`src/rtl/core/kdlpr_pkg.sv`:
```
// Package with types and constants of the key scanner.
`timescale 1ns / 1ps
`default_nettype none

package kdlpr_pkg;

    localparam int KEY_W    = 4;
    localparam int KNUM_W   = 3;
    localparam int HOLD_W   = 16;
    localparam int PHASE_W  = 8;
    localparam int CFG_IDX_W  = 1;
    localparam int CFG_DATA_W = 16;

    // Register indexes of the configuration port.
    localparam logic [CFG_IDX_W-1:0] REG_LONG_PRESS_TICKS = 1'd0;
    localparam logic [CFG_IDX_W-1:0] REG_REPEAT_PERIOD    = 1'd1;

    // Register values after reset.
    localparam logic [HOLD_W-1:0]  LONG_PRESS_RESET = 16'd20;
    localparam logic [PHASE_W-1:0] REPEAT_RESET     = 8'd5;

    typedef enum logic [1:0] {
        MODE_IDLE     = 2'd0,
        MODE_DEBOUNCE = 2'd1,
        MODE_PRESS    = 2'd2,
        MODE_LONG     = 2'd3
    } t_mode;

    typedef struct packed {
        logic [HOLD_W-1:0]  long_press_ticks;
        logic [PHASE_W-1:0] repeat_period;
    } t_cfg;

    typedef struct packed {
        logic [KNUM_W-1:0] key_number;
        logic              long_flag;
    } t_result;

endpackage

`default_nettype wire

```
`src/rtl/core/kdlpr_if.sv`:
```
// Valid/ready channel interfaces for key samples and key reports.
`timescale 1ns / 1ps
`default_nettype none

interface kdlpr_in_if;
    logic       valid;
    logic       ready;
    logic [3:0] key_lines;

    modport source (output valid, output key_lines, input ready);
    modport sink   (input valid, input key_lines, output ready);
endinterface

interface kdlpr_out_if;
    logic       valid;
    logic       ready;
    logic [2:0] key_number;
    logic       long_flag;

    modport source (output valid, output key_number, output long_flag, input ready);
    modport sink   (input valid, input key_number, input long_flag, output ready);
endinterface

`default_nettype wire

```
`src/rtl/core/kdlpr_fsm.sv`:
```
// Key state machine: debounce, hold counting, long press and repeat reports.
`timescale 1ns / 1ps
`default_nettype none

module kdlpr_fsm
    import kdlpr_pkg::*;
(
    input  wire logic              i_clk,
    input  wire logic              i_rst_n,
    input  wire logic              i_step,
    input  wire logic [KEY_W-1:0]  i_key_lines,
    input  wire t_cfg              i_cfg,
    output t_result                o_result
);

    t_mode               r_mode,  n_mode;
    logic [KNUM_W-1:0]   r_held,  n_held;
    logic [HOLD_W-1:0]   r_hold,  n_hold;
    logic [PHASE_W-1:0]  r_phase, n_phase;

    logic [KNUM_W-1:0]   key;
    logic [HOLD_W-1:0]   hold_adv;
    logic [PHASE_W:0]    phase_inc;
    logic [PHASE_W-1:0]  phase_adv;
    logic                held_down;

    // Lowest-numbered pressed key, zero when none is down.
    always_comb begin
        if (!i_key_lines[0]) begin
            key = 3'd1;
        end else if (!i_key_lines[1]) begin
            key = 3'd2;
        end else if (!i_key_lines[2]) begin
            key = 3'd3;
        end else if (!i_key_lines[3]) begin
            key = 3'd4;
        end else begin
            key = 3'd0;
        end
    end

    // Debounce check of the latched key only.
    always_comb begin
        case (r_held)
            3'd1:    held_down = !i_key_lines[0];
            3'd2:    held_down = !i_key_lines[1];
            3'd3:    held_down = !i_key_lines[2];
            3'd4:    held_down = !i_key_lines[3];
            default: held_down = 1'b0;
        endcase
    end

    // Saturating hold count and the repeat phase that runs alongside it.
    assign hold_adv  = (r_hold == {HOLD_W{1'b1}}) ? r_hold : r_hold + 1'b1;
    assign phase_inc = {1'b0, r_phase} + 1'b1;
    assign phase_adv = (phase_inc >= {1'b0, i_cfg.repeat_period}) ?
                       '0 : phase_inc[PHASE_W-1:0];

    // Next state and report.
    always_comb begin
        n_mode   = r_mode;
        n_held   = r_held;
        n_hold   = r_hold;
        n_phase  = r_phase;
        o_result = '0;
        case (r_mode)
            MODE_IDLE: begin
                if (key != 3'd0) begin
                    n_held = key;
                    n_mode = MODE_DEBOUNCE;
                end
            end
            MODE_DEBOUNCE: begin
                if (held_down) begin
                    n_mode  = MODE_PRESS;
                    n_hold  = '0;
                    n_phase = '0;
                end else begin
                    n_mode = MODE_IDLE;
                end
            end
            MODE_PRESS: begin
                n_hold  = hold_adv;
                n_phase = phase_adv;
                if (key == 3'd0) begin
                    n_mode              = MODE_IDLE;
                    o_result.key_number = r_held;
                end else if (hold_adv > i_cfg.long_press_ticks) begin
                    n_mode              = MODE_LONG;
                    o_result.key_number = r_held;
                    o_result.long_flag  = 1'b1;
                end
            end
            MODE_LONG: begin
                if (key == 3'd0) begin
                    n_mode = MODE_IDLE;
                end else begin
                    n_hold  = hold_adv;
                    n_phase = phase_adv;
                    if (phase_adv == '0) begin
                        o_result.key_number = r_held;
                        o_result.long_flag  = 1'b1;
                    end
                end
            end
            default: begin
                n_mode = MODE_IDLE;
            end
        endcase
        // A report without a key carries no long flag.
        if (o_result.key_number == 3'd0) begin
            o_result.long_flag = 1'b0;
        end
    end

    // State registers advance once per accepted scan tick.
    always_ff @(posedge i_clk) begin
        if (!i_rst_n) begin
            r_mode  <= MODE_IDLE;
            r_held  <= '0;
            r_hold  <= '0;
            r_phase <= '0;
        end else if (i_step) begin
            r_mode  <= n_mode;
            r_held  <= n_held;
            r_hold  <= n_hold;
            r_phase <= n_phase;
        end
    end

endmodule

`default_nettype wire

```
`src/rtl/core/key_debounce_long_press_repeat.sv`:
```
// Top level of the key scanner with debounce, long press and auto-repeat.
//
//   Channel   Dir  Handshake      Payload
//   i_in      in   valid/ready    key_lines[3:0], active low
//   o_out     out  valid/ready    key_number[2:0], long_flag
//   i_cfg_*   in   write enable   index 0 long_press_ticks, 1 repeat_period
//
// Every accepted scan tick gives one report on o_out. One scan tick can be
// accepted every cycle while i_in.ready is high; the state update is a single
// registered step, and an output register plus one skid entry hold reports.
// i_in.ready drops only while both the output register and the skid entry
// are full. Synchronous active-low reset clears state and restores the
// register defaults.
`timescale 1ns / 1ps
`default_nettype none

module key_debounce_long_press_repeat
    import kdlpr_pkg::*;
(
    input  wire logic                  i_clk,
    input  wire logic                  i_rst_n,
    kdlpr_in_if.sink                   i_in,
    kdlpr_out_if.source                o_out,
    input  wire logic                  i_cfg_we,
    input  wire logic [CFG_IDX_W-1:0]  i_cfg_idx,
    input  wire logic [CFG_DATA_W-1:0] i_cfg_wdata
);

    t_cfg    r_cfg;
    t_result result;
    t_result r_out;
    t_result r_skid;
    logic    r_out_valid;
    logic    r_skid_valid;
    logic    accept;
    logic    take;

    // Configuration registers.
    always_ff @(posedge i_clk) begin
        if (!i_rst_n) begin
            r_cfg.long_press_ticks <= LONG_PRESS_RESET;
            r_cfg.repeat_period    <= REPEAT_RESET;
        end else if (i_cfg_we) begin
            case (i_cfg_idx)
                REG_LONG_PRESS_TICKS: r_cfg.long_press_ticks <= i_cfg_wdata;
                REG_REPEAT_PERIOD:    r_cfg.repeat_period    <= i_cfg_wdata[PHASE_W-1:0];
                default: ;
            endcase
        end
    end

    assign i_in.ready = !r_skid_valid;
    assign accept     = i_in.valid && i_in.ready;
    assign take       = r_out_valid && o_out.ready;

    kdlpr_fsm u_fsm (
        .i_clk       (i_clk),
        .i_rst_n     (i_rst_n),
        .i_step      (accept),
        .i_key_lines (i_in.key_lines),
        .i_cfg       (r_cfg),
        .o_result    (result)
    );

    // Output register with a one-entry skid buffer.
    always_ff @(posedge i_clk) begin
        if (!i_rst_n) begin
            r_out_valid  <= 1'b0;
            r_skid_valid <= 1'b0;
        end else if (take) begin
            if (r_skid_valid) begin
                r_skid_valid <= 1'b0;
            end else if (!accept) begin
                r_out_valid <= 1'b0;
            end
        end else if (accept) begin
            if (r_out_valid) begin
                r_skid_valid <= 1'b1;
            end else begin
                r_out_valid <= 1'b1;
            end
        end
    end

    // Payload of the output and skid registers.
    always_ff @(posedge i_clk) begin
        if (take) begin
            if (r_skid_valid) begin
                r_out <= r_skid;
            end else begin
                r_out <= result;
            end
        end else if (accept) begin
            if (r_out_valid) begin
                r_skid <= result;
            end else begin
                r_out <= result;
            end
        end
    end

    assign o_out.valid      = r_out_valid;
    assign o_out.key_number = r_out.key_number;
    assign o_out.long_flag  = r_out.long_flag;

endmodule

`default_nettype wire

```
`src/flat_wrapper.sv`:
```
// flat-port wrapper written by rule: the top's interface ports become plain ports
module key_debounce_long_press_repeat_flat import kdlpr_pkg::*;
  (i_clk, i_rst_n, i_cfg_we, i_cfg_idx, i_cfg_wdata, i_in_valid, i_in_key_lines, i_in_ready, o_out_valid, o_out_key_number, o_out_long_flag, o_out_ready);
  kdlpr_in_if i_in_i ();
  kdlpr_out_if o_out_i ();
  input  wire logic i_clk;
  input  wire logic i_rst_n;
  input  wire logic i_cfg_we;
  input  wire logic [CFG_IDX_W-1:0] i_cfg_idx;
  input  wire logic [CFG_DATA_W-1:0] i_cfg_wdata;
  input wire logic [$bits(i_in_i.valid)-1:0] i_in_valid;
  input wire logic [$bits(i_in_i.key_lines)-1:0] i_in_key_lines;
  output wire logic [$bits(i_in_i.ready)-1:0] i_in_ready;
  output wire logic [$bits(o_out_i.valid)-1:0] o_out_valid;
  output wire logic [$bits(o_out_i.key_number)-1:0] o_out_key_number;
  output wire logic [$bits(o_out_i.long_flag)-1:0] o_out_long_flag;
  input wire logic [$bits(o_out_i.ready)-1:0] o_out_ready;
  assign i_in_i.valid = i_in_valid;
  assign i_in_i.key_lines = i_in_key_lines;
  assign i_in_ready = i_in_i.ready;
  assign o_out_valid = o_out_i.valid;
  assign o_out_key_number = o_out_i.key_number;
  assign o_out_long_flag = o_out_i.long_flag;
  assign o_out_i.ready = o_out_ready;
  key_debounce_long_press_repeat u_core (.i_clk(i_clk), .i_rst_n(i_rst_n), .i_in(i_in_i), .o_out(o_out_i), .i_cfg_we(i_cfg_we), .i_cfg_idx(i_cfg_idx), .i_cfg_wdata(i_cfg_wdata));
endmodule
```
`config.mk`:
```
export PLATFORM = sky130hd
export DESIGN_NAME = key_debounce_long_press_repeat_flat
export DESIGN_NICKNAME = d
export VERILOG_FILES = /design/src/rtl/core/kdlpr_pkg.sv /design/src/rtl/core/kdlpr_if.sv /design/src/rtl/core/kdlpr_fsm.sv /design/src/rtl/core/key_debounce_long_press_repeat.sv /design/src/flat_wrapper.sv
export SDC_FILE = /design/constraint.sdc
export NUM_CORES = 1
export LEC_CHECK = 0
export BUFFER_PORTS_ARGS = -buffer_cell sky130_fd_sc_hd__buf_2
export CAP_MARGIN = 25
export CORE_ASPECT_RATIO = 2
export CORE_UTILIZATION = 60
export DETAILED_ROUTE_END_ITERATION = 10
export GPL_TIMING_DRIVEN = 0
export MAX_ROUTING_LAYER = met4
export PLACE_DENSITY = 0.78
export SLEW_MARGIN = 20
export SYNTH_ARGS = -nofsm -noshare
export SYNTH_HDL_FRONTEND = slang
export SYNTH_SLANG_ARGS = --single-unit
export TNS_END_PERCENT = 100
```
`constraint.sdc`:
```
create_clock -name i_clk -period 3.9 [get_ports i_clk]
set_input_delay 0.78 -clock i_clk [delete_from_list [all_inputs] [get_ports i_clk]]
set_output_delay 0.78 -clock i_clk [all_outputs]
set_load 0.02 [all_outputs]
```
==> reports/metrics.cfg, run 1 <==
[sta]
hold_violations=0
rsz0062_at_grt=no
fin_crit_sh=0.919
fin_skew_ns=0.00497
worst_pin_slew_ns=0.604
finalSetupViolations=0
max_freq_mhz=279
drv_slew=0
period_minus_slack_ns=3.58
slew_headroom=0.593
setup-tns-final_ns=0

[synth]
synth-edff-count=8
async_flop_share=0
ys_ff_latch=63
syn_inst=461
synthTopCellsByArea=dfxtp_1 29%, ha_1 10%, nand2_1 8.1%, edfxtp_1 6.3%, a21boi_0 5.5%
yosys.area.top_type_share=0.288
syn_area_per_cell_um2=8.29
yosysWarnings=0
yosys-top-cells-count=83 x nand2_1, 55 x dfxtp_1, 34 x inv_1, 31 x ha_1, 28 x a21boi_0
synth_cell_types=57
yosysSeqAreaShare=0.351
syn_nets=518
syn_area_um2=3820
synthMostInstantiatedCell=nand2_1
synth_top_cell_by_area=dfxtp_1
synth_ff_type=dfxtp_1

[clock_network]
clock_sinks=63
clk_latency_ns=0.33
cts_max_level=3
numCtsBuffers=9
cts_setup_buffers=0
clk_pin_slew_worst_paths_ns=0.05
clk_path_buf_depth=2
cts_tree=built
hold_buffers=0
cts_resized=0
cts_root_buffer=clkbuf_16

[setup_path]
ff2ff_path_depth=14
critPathKind=reg -> reg
timing.rr.end=u_core.o_out.long_flag$_DFFE_PP_
crit_path_end=u_core.o_out.long_flag$_DFFE_PP_
critPathCaptureType=flop
r2r_start=u_core.u_fsm.r_hold[0]$_SDFFE_PN0P_
start_kind=flop
critPathMaxFanout=7
cp_data_arrival_time_ns=3.75
required_ns=4.06
r2r_setup_slack_ns=0.32
crit_path_start=u_core.u_fsm.r_hold[0]$_SDFFE_PN0P_

[global_routing]
grt_pass1_vias=3436
grtUsageMet2=0.579
grt_pass1_wl_um=15100
grt_busiest_layer=met2
use_met3=0.0439
gr-usage-met1=0.280
grt_overflow_total=0
grt_max_degree=11
grt.total_usage=0.309
antenna_found_initial=0

[detailed_routing]
drt_iter0_drc=152
ant_nets=0
route.detailed.drc=0
via_count=3412
wirelength_um=9280
firstDrtPassIters=4
wl_per_cell_um=15.7
vias_per_cell=5.77

[placed_design]
place_area_um2=4080
io_buffer_count=30
hpwlAfterDp_um=7270
place.gp.congestion=0.927
dp.cells=575

[die]
start_util=0.631
dieArea_um2=6720
core_um2=6060
die_width_um=58.5
io_pins=32
fp.dieH_um=115
fp-row-count=40

[cells_and_area]
final_cells=591
fin_nets=559
layout-drive-gt1-share=0.126
diodes=0
fillers=493
finalInstanceArea_um2=4350
synthToLayoutAreaGrowth_pct=13.6

[run]
cap_violations=0

[pwr]
p_leak_uw=0.00178
power_density_nw_per_um2=354
ir_drop_mv=0.288

[hold_path]
hold_class=reg -> reg

[run_status]
status=finished clean

worst min-delay path by stage:
stage	endpoint	slack, ns	startpoint	cells after the start
after floorplan	u_core.r_cfg[19]$_SDFFE_PN0P_	0.44	u_core.r_cfg[19]$_SDFFE_PN0P_	2
after global placement	u_core.r_cfg[9]$_SDFFE_PN0P_	0.45	u_core.r_cfg[9]$_SDFFE_PN0P_	2
after detailed placement	u_core.r_cfg[20]$_SDFFE_PN0P_	0.46	u_core.r_cfg[20]$_SDFFE_PN0P_	2
after CTS	u_core.r_cfg[9]$_SDFFE_PN0P_	0.47	u_core.r_cfg[9]$_SDFFE_PN0P_	2
after global routing	u_core.r_cfg[9]$_SDFFE_PN0P_	0.49	u_core.r_cfg[9]$_SDFFE_PN0P_	2
final	u_core.r_cfg[20]$_SDFFE_PN0P_	0.47	u_core.r_cfg[20]$_SDFFE_PN0P_	2
layout make-up:
| cell class | instances | area (um2) | share of cell area |
|---|---|---|---|
| sequential | 63 | 1340 | 0.309 |
| clock inverter | 5 | 23.8 | 0.00547 |
| tap | 84 | 105 | 0.0242 |
| buffer | 17 | 70.1 | 0.0161 |
| timing repair buffer | 30 | 150 | 0.0346 |
| inverter | 34 | 128 | 0.0294 |
| clock buffer | 11 | 243 | 0.0559 |
| multi-input combinational | 347 | 2280 | 0.526 |
placed cells by master, fill, tap and decap left out, drive strengths merged, types with 8 or more instances in the layout:
cell type,Yosys,final
and3,12,12
ha,31,31
a21oi,19,19
a32o,10,10
edfxtp,8,8
xnor2,9,9
nor2,21,21
o21a,8,8
nand3,19,19
dfxtp,55,55
o21ai,22,22
nand2,83,83
buf,7,37
a21boi,28,28
clkbuf,10,21
inv,34,34
per-layer routing:
layer	vias up	wire, um
met1	1603	3280
li1	1707	-
met5	-	0
met4	0	386
met2	71	5300
met3	31	313
flip-flops by register name (all words and copies together), names as in the netlist:
name	cells
u_core.r_skid	4
u_core.r_cfg	24
u_core.u_fsm.r_phase	8
u_core.u_fsm.r_held	3
u_core.o_out.long_flag	1
u_core.o_out.valid	1
u_core.r_skid_valid	1
u_core.u_fsm.r_mode	2
u_core.u_fsm.r_hold	16
u_core.o_out.key_number	3
through the flow:
step	hold slack [ns]	util	worst slack, ns	total power [uW]
3_3_place_gp	0.454	0.674	0.402	837
5_1_grt	0.488	0.718	0.0491	1600
3_5_place_dp	0.460	0.674	0.378	841
6_report	0.467	0.718	0.316	1540
2_1_floorplan	0.443	-	0.806	791
4_1_cts	0.467	0.718	0.344	1550
worst max-delay path, stage by stage, from the launching register on:
cell and delay, ns:
dfxtp_1 0.45, ha_1 0.29, nand2_1 0.12, nor4_4 0.32, a31o_2 0.29, nor2_1 0.09
xor2_1 0.17, ha_1 0.31, and3_1 0.18, nand4_1 0.12, nor3_1 0.25, a211oi_1 0.11
a21o_1 0.22, o31a_1 0.28, o31ai_1 0.22
kinds of logic (layout without fill, tap and decap cells):
logic type / after synthesis / in the layout / synth area share
multiplexers: 3 / 3 / 0.00818
buffers and inverters: 51 / 97 / 0.0517
adder cells (fa/ha/maj): 31 / 31 / 0.101
AND/OR/NAND/NOR: 179 / 179 / 0.233
flip-flops: 63 / 63 / 0.351
AO/OA/AOI/OAI: 118 / 118 / 0.216
XOR/XNOR: 16 / 16 / 0.0386
report_power, final:
| part | internal (uW) | switching (uW) |
|---|---|---|
| Sequential | 678 | 12.9 |
| Combinational | 53.4 | 85.3 |
| Clock | 439 | 272 |
(Power assumes the default switching activity.)
==> run 2, diff against run 1 <==
Settings changed: CORE_UTILIZATION 60 to 50, PLACE_DENSITY 0.78 to 0.67.
==> reports/metrics.cfg, run 2 (synthesized netlist as in run 1, its figures left out) <==
[placed_design]
place.gp.congestion=0.874  ; -5.8%
dp.cells=583  ; +1.4%
place_ws_ns=0.187  ; -0.190 ns
hpwlAfterDp_um=7420  ; +2.1%
io_buffer_count=30  ; unchanged
place_area_um2=4090  ; +0.25%

[cells_and_area]
mostFrequentLayoutCells=83 x nand2_1, 54 x dfxtp_1, 35 x buf_2
seqCellArea_um2=1340  ; about the same
post-route-util=0.606  ; -0.111
final_common_cell=nand2_1
regMostFlops=u_core.r_cfg
largest_reg_flops=24  ; unchanged
reg_top3=u_core.r_cfg x24, u_core.u_fsm.r_hold x16, u_core.u_fsm.r_phase x8
finalInstanceArea_um2=4440  ; +2.1%
final_cells=600  ; +1.5%
fillers=683  ; +39%
diodes=0  ; unchanged
layout-drive-gt1-share=0.144  ; +0.0175
multi_input_comb_area_um2=2300  ; +0.55%
fin_nets=560  ; +0.18%
synthToLayoutAreaGrowth_pct=16.1

[detailed_routing]
firstDrtPassIters=4  ; unchanged
via_count=3416  ; +0.12%
ant_nets=0  ; unchanged
route.detailed.drc=0  ; unchanged
wirelength_um=9610  ; +3.5%
vias_per_cell=5.69  ; -1.4%
wl_per_cell_um=16.0  ; +1.9%
drt_iter0_drc=138  ; -9.2%

[setup_path]
required_ns=4.04  ; -0.02 ns
cp_data_arrival_time_ns=3.74  ; about the same
critPathMaxFanout=6  ; -1
critPathCaptureType=flop
crit_slowest_cell=dfxtp_1
start_kind=flop
critPathKind=reg -> reg
critPathTopFamily=compound AO/OA/AOI/OAI gates
max_stage_delay_ns=0.41  ; -0.04 ns
crit_chain=ha_2, nand2_1, nor4_4, a31o_2, nor2_1, xor2_1, ha_1, and3_1, nand4_1, nor3_2, a211oi_1, a21o_1, o211a_1, o21ai_0
critPathBufInv=0  ; unchanged

[run_status]
status=finished clean

[clock_network]
clock_sinks=63  ; unchanged
hold_buffers=0  ; unchanged
cts_root_buffer=clkbuf_16
cts_tree=built
clk_path_buf_depth=2  ; unchanged
clk_pin_slew_worst_paths_ns=0.05  ; about the same
cts_max_level=3  ; unchanged
numCtsBuffers=9  ; unchanged
clk_latency_ns=0.33  ; about the same

[global_routing]
antenna_found_initial=0  ; unchanged
grtUsageMet2=0.487  ; -0.0911
grt.total_usage=0.271  ; -0.0388
grt_pass1_wl_um=16000  ; +6.3%
gr-usage-met1=0.263  ; -0.0178
use_met3=0.0462  ; +0.00233
grt_pass1_vias=3435  ; -0.029%
grt_busiest_layer=met2
grt_max_degree=12  ; +1
grt_overflow_total=0  ; unchanged

[sta]
fin_crit_sh=0.921  ; +0.00194
hold_violations=0  ; unchanged
period_minus_slack_ns=3.59  ; +0.00758 ns
fin_skew_ns=0.00377  ; -0.00120 ns
setup-tns-final_ns=0  ; unchanged
slew_headroom=0.609  ; +0.0161
finalSetupViolations=0  ; unchanged
fin_ws_ns=0.308  ; -0.00758 ns
drv_slew=0  ; unchanged
worst_pin_slew_ns=0.580  ; -0.0239 ns
rsz0062_at_grt=no
max_freq_mhz=278  ; -0.21%

[die]
fp.dieH_um=126  ; +9.4%
io_pins=32  ; unchanged
die_width_um=63.8  ; +9.2%
core_um2=7320  ; +21%
start_util=0.522  ; -0.109
dieArea_um2=8020  ; +19%
fp-row-count=44  ; +10%

[pwr]
p_leak_uw=0.00181  ; +1.9%
power_density_nw_per_um2=382  ; +7.7%
ir_drop_mv=0.337  ; +17%

[hold_path]
hold_class=reg -> reg

[run]
cap_violations=0  ; unchanged

-- run 2: cell types whose count changed in the layout (fill, tap and decap cells not counted), sizes merged --
cell,previous run,this run
clkinv,4,1
buf,37,38
bufinv,0,1
clkbuf,21,22
clkinvlp,1,2
-- run 2: through the flow --
| step | hold WS (ns) | power, uW |
|---|---|---|
| 2_1_floorplan | 0.443 | 791 |
| 3_3_place_gp | 0.453 | 837 |
| 3_5_place_dp | 0.459 | 842 |
| 4_1_cts | 0.467 | 1710 |
| 5_1_grt | 0.497 | 1760 |
| 6_report | 0.461 | 1690 |
-- run 2: per-layer routing --
metal / vias up / routed length (um)
met5: - / 0
met4: 0 / 436
met3: 27 / 268
met2: 61 / 5290
met1: 1614 / 3610
li1: 1714 / -
-- run 2: area by class of cell --
class / instances / share of cell area
inverters: 34 / 0.0288
flip-flops and latches: 63 / 0.303
clock buffers: 12 / 0.0626
clock inverters: 4 / 0.0113
plain buffers: 17 / 0.0158
repair buffers: 31 / 0.0355
multi-input cells: 347 / 0.518
well taps: 92 / 0.0259
-- run 2: path summary, 6_finish.rpt --
path         slack [ns]                                    to                                start  depth (start not counted)
min reg2reg        0.46          u_core.r_cfg[5]$_SDFFE_PN0P_         u_core.r_cfg[5]$_SDFFE_PN0P_                          2
max reg2reg        0.31  u_core.o_out.key_number[1]$_DFFE_PP_  u_core.u_fsm.r_hold[1]$_SDFFE_PN0P_                         14
max                0.31  u_core.o_out.key_number[1]$_DFFE_PP_  u_core.u_fsm.r_hold[1]$_SDFFE_PN0P_                         14
min                0.46          u_core.r_cfg[5]$_SDFFE_PN0P_         u_core.r_cfg[5]$_SDFFE_PN0P_                          2
-- run 2: where the power goes --
part	switching (uW)	internal [uW]	leakage (uW)	total, uW
clock	298	567	0.000156	864
sequential	13.1	677	0.000532	690
combinational	85.6	53.5	0.00113	139
total	396	1300	0.00181	1690
-- run 2: worst reg2reg max path, cell delays in order (launching register included) --
cell      delay, ns
dfxtp_1        0.41
ha_2           0.26
nand2_1        0.10
nor4_4         0.35
a31o_2         0.28
nor2_1         0.09
xor2_1         0.18
ha_1           0.32
and3_1         0.18
nand4_1        0.14
nor3_2         0.23
a211oi_1       0.10
a21o_1         0.22
o211a_1        0.29
o21ai_0        0.26
-- run 2: repair_timing --
item	4_1_cts	5_1_grt
gates resized for setup	0	4
setup buffers	0	1
setup endpoints to repair	0	4
==> run 3, diff against run 2 <==
Clock period 3.9 ns to 4.5 ns, I/O delays scaled along.
==> reports/metrics.cfg, run 3 (synthesized netlist as in run 1, its figures left out) <==
[cells_and_area]
largest_reg_flops=24  ; unchanged
reg_top3=u_core.r_cfg x24, u_core.u_fsm.r_hold x16, u_core.u_fsm.r_phase x8
final_common_cell=nand2_1
fillers=684  ; +0.15%
mostFrequentLayoutCells=83 x nand2_1, 55 x dfxtp_1, 35 x buf_2
layout-drive-gt1-share=0.134  ; -0.00958
fin_nets=559  ; -0.18%
regMostFlops=u_core.r_cfg
synthToLayoutAreaGrowth_pct=15.5
diodes=0  ; unchanged
finalInstanceArea_um2=4420  ; -0.48%
post-route-util=0.603  ; -0.00291

[setup_path]
cp_data_arrival_time_ns=3.89  ; +0.15 ns
max_stage_delay_ns=0.45  ; +0.04 ns
critPathKind=reg -> reg
critPathMaxFanout=7  ; +1
required_ns=4.64  ; +0.60 ns
start_kind=flop
crit_slowest_cell=dfxtp_1
crit_chain=ha_1, nand2_1, nor4_4, a31o_2, nor2_1, xor2_1, ha_1, and3_1, nand4_1, nor3_1, a211oi_1, a21o_1, o31a_1, o31ai_1
r2r_setup_slack_ns=0.75  ; +0.44 ns
critPathTopFamily=compound AO/OA/AOI/OAI gates
critPathCaptureType=flop
critPathBufInv=0  ; unchanged
critPathMostFrequentCell=ha_1

[sta]
rsz0062_at_grt=no
hold_violations=0  ; unchanged
fin_crit_sh=0.834  ; -0.0875
holdWs_ns=0.461  ; +0.000362 ns
drv_slew=0  ; unchanged
worst_pin_slew_ns=0.578  ; -0.00246 ns
period_minus_slack_ns=3.75  ; +0.159 ns
setup-tns-final_ns=0  ; unchanged
fin_skew_ns=0.00409  ; +0.000318 ns
max_freq_mhz=267  ; -4.2%
slew_headroom=0.611  ; +0.00166
finalSetupViolations=0  ; unchanged

[detailed_routing]
wirelength_um=9550  ; -0.58%
wl_per_cell_um=15.9  ; -0.42%
vias_per_cell=5.72  ; +0.46%
route.detailed.drc=0  ; unchanged
firstDrtPassIters=4  ; unchanged
via_count=3426  ; +0.29%
drt_iter0_drc=151  ; +9.4%
ant_nets=0  ; unchanged

[hold_path]
hold_class=reg -> reg

[global_routing]
grt_pass1_vias=3435  ; unchanged
grt_overflow_total=0  ; unchanged
grt_max_degree=12  ; unchanged
grt_pass1_wl_um=16000  ; unchanged
grt.total_usage=0.271  ; unchanged
antenna_found_initial=0  ; unchanged

[run_status]
status=finished clean

[clock_network]
cts_setup_buffers=0  ; unchanged
clk_latency_ns=0.33  ; about the same
cts_resized=0  ; unchanged
hold_buffers=0  ; unchanged
cts_root_buffer=clkbuf_16
cts_max_level=3  ; unchanged
numCtsBuffers=9  ; unchanged
cts_tree=built
clk_path_buf_depth=2  ; unchanged
clock_sinks=63  ; unchanged
clk_pin_slew_worst_paths_ns=0.05  ; about the same

[pwr]
p_comb_frac=0.082  ; about the same
clockPowerShare=0.510  ; about the same
switching_power_uw=342  ; -14%
p_int_uw=1120  ; -13%
power_density_nw_per_um2=332  ; -13%
switching_share=0.233  ; -0.000682
seq_power_share=0.408  ; about the same
p_leak_uw=0.00181  ; -0.35%
ir_drop_mv=0.292  ; -13%

[die]
start_util=0.522  ; unchanged
fp-row-count=44  ; unchanged
die_width_um=63.8  ; unchanged
core_um2=7320  ; unchanged
io_pins=32  ; unchanged
fp.dieH_um=126  ; unchanged
dieArea_um2=8020  ; unchanged

[placed_design]
io_buffer_count=30  ; unchanged
place_area_um2=4090  ; unchanged
hpwlAfterDp_um=7420  ; unchanged
place.gp.congestion=0.874  ; unchanged

[run]
cap_violations=0  ; unchanged

run 3: cell types whose count changed in the layout (fill, tap and decap cells not counted), sizes merged:
cell,change
buf,-1
run 3: path summary, 6_finish.rpt:
kind | cells after the start | endpoint | start
max | 14 | u_core.o_out.long_flag$_DFFE_PP_ | u_core.u_fsm.r_hold[0]$_SDFFE_PN0P_
min reg2reg | 2 | u_core.r_cfg[5]$_SDFFE_PN0P_ | u_core.r_cfg[5]$_SDFFE_PN0P_
min | 2 | u_core.r_cfg[5]$_SDFFE_PN0P_ | u_core.r_cfg[5]$_SDFFE_PN0P_
max reg2reg | 14 | u_core.o_out.long_flag$_DFFE_PP_ | u_core.u_fsm.r_hold[0]$_SDFFE_PN0P_
run 3: layout make-up:
cell class                      count  area (um2)  share of cell area
Buffer                             17        70.1              0.0159
Sequential cell                    63        1340               0.304
Inverter                           34         128              0.0289
Multi-Input combinational cell    347        2280               0.517
Clock buffer                       12         278              0.0629
Tap cell                           92         115              0.0261
Clock inverter                      4        50.0              0.0113
Timing Repair Buffer               30         150              0.0340
run 3: worst register-to-register path: stages, from the launching register on:
cell and delay [ns]:
dfxtp_1 0.45, ha_1 0.29, nand2_1 0.12, nor4_4 0.33
a31o_2 0.29, nor2_1 0.09, xor2_1 0.18, ha_1 0.31
and3_1 0.18, nand4_1 0.13, nor3_1 0.27, a211oi_1 0.12
a21o_1 0.22, o31a_1 0.28, o31ai_1 0.30
run 3: through the flow:
step | std cells | power, uW | setup slack (ns)
2_1_floorplan | 461 | 686 | 1.41
5_1_grt | 599 | 1520 | 0.418
3_3_place_gp | 583 | 725 | 0.862
4_1_cts | 599 | 1480 | 0.740
6_report | 599 | 1470 | 0.749
3_5_place_dp | 583 | 729 | 0.787
run 3: routing by layer:
metal	vias to the layer above	GRT usage	routed length (um)
met2	73	0.487	5290
met1	1617	0.263	3570
met5	-	-	0
li1	1710	-	-
met3	26	0.0462	269
met4	0	0.158	420
run 3: power by group through the flow:
stage	Clock, uW	Sequential [uW]	Combinational (uW)
2_1_floorplan	0	611	74.2
3_3_place_gp	0	609	116
3_5_place_dp	0	610	119
4_1_cts	764	598	120
5_1_grt	785	601	136
6_report	748	598	120
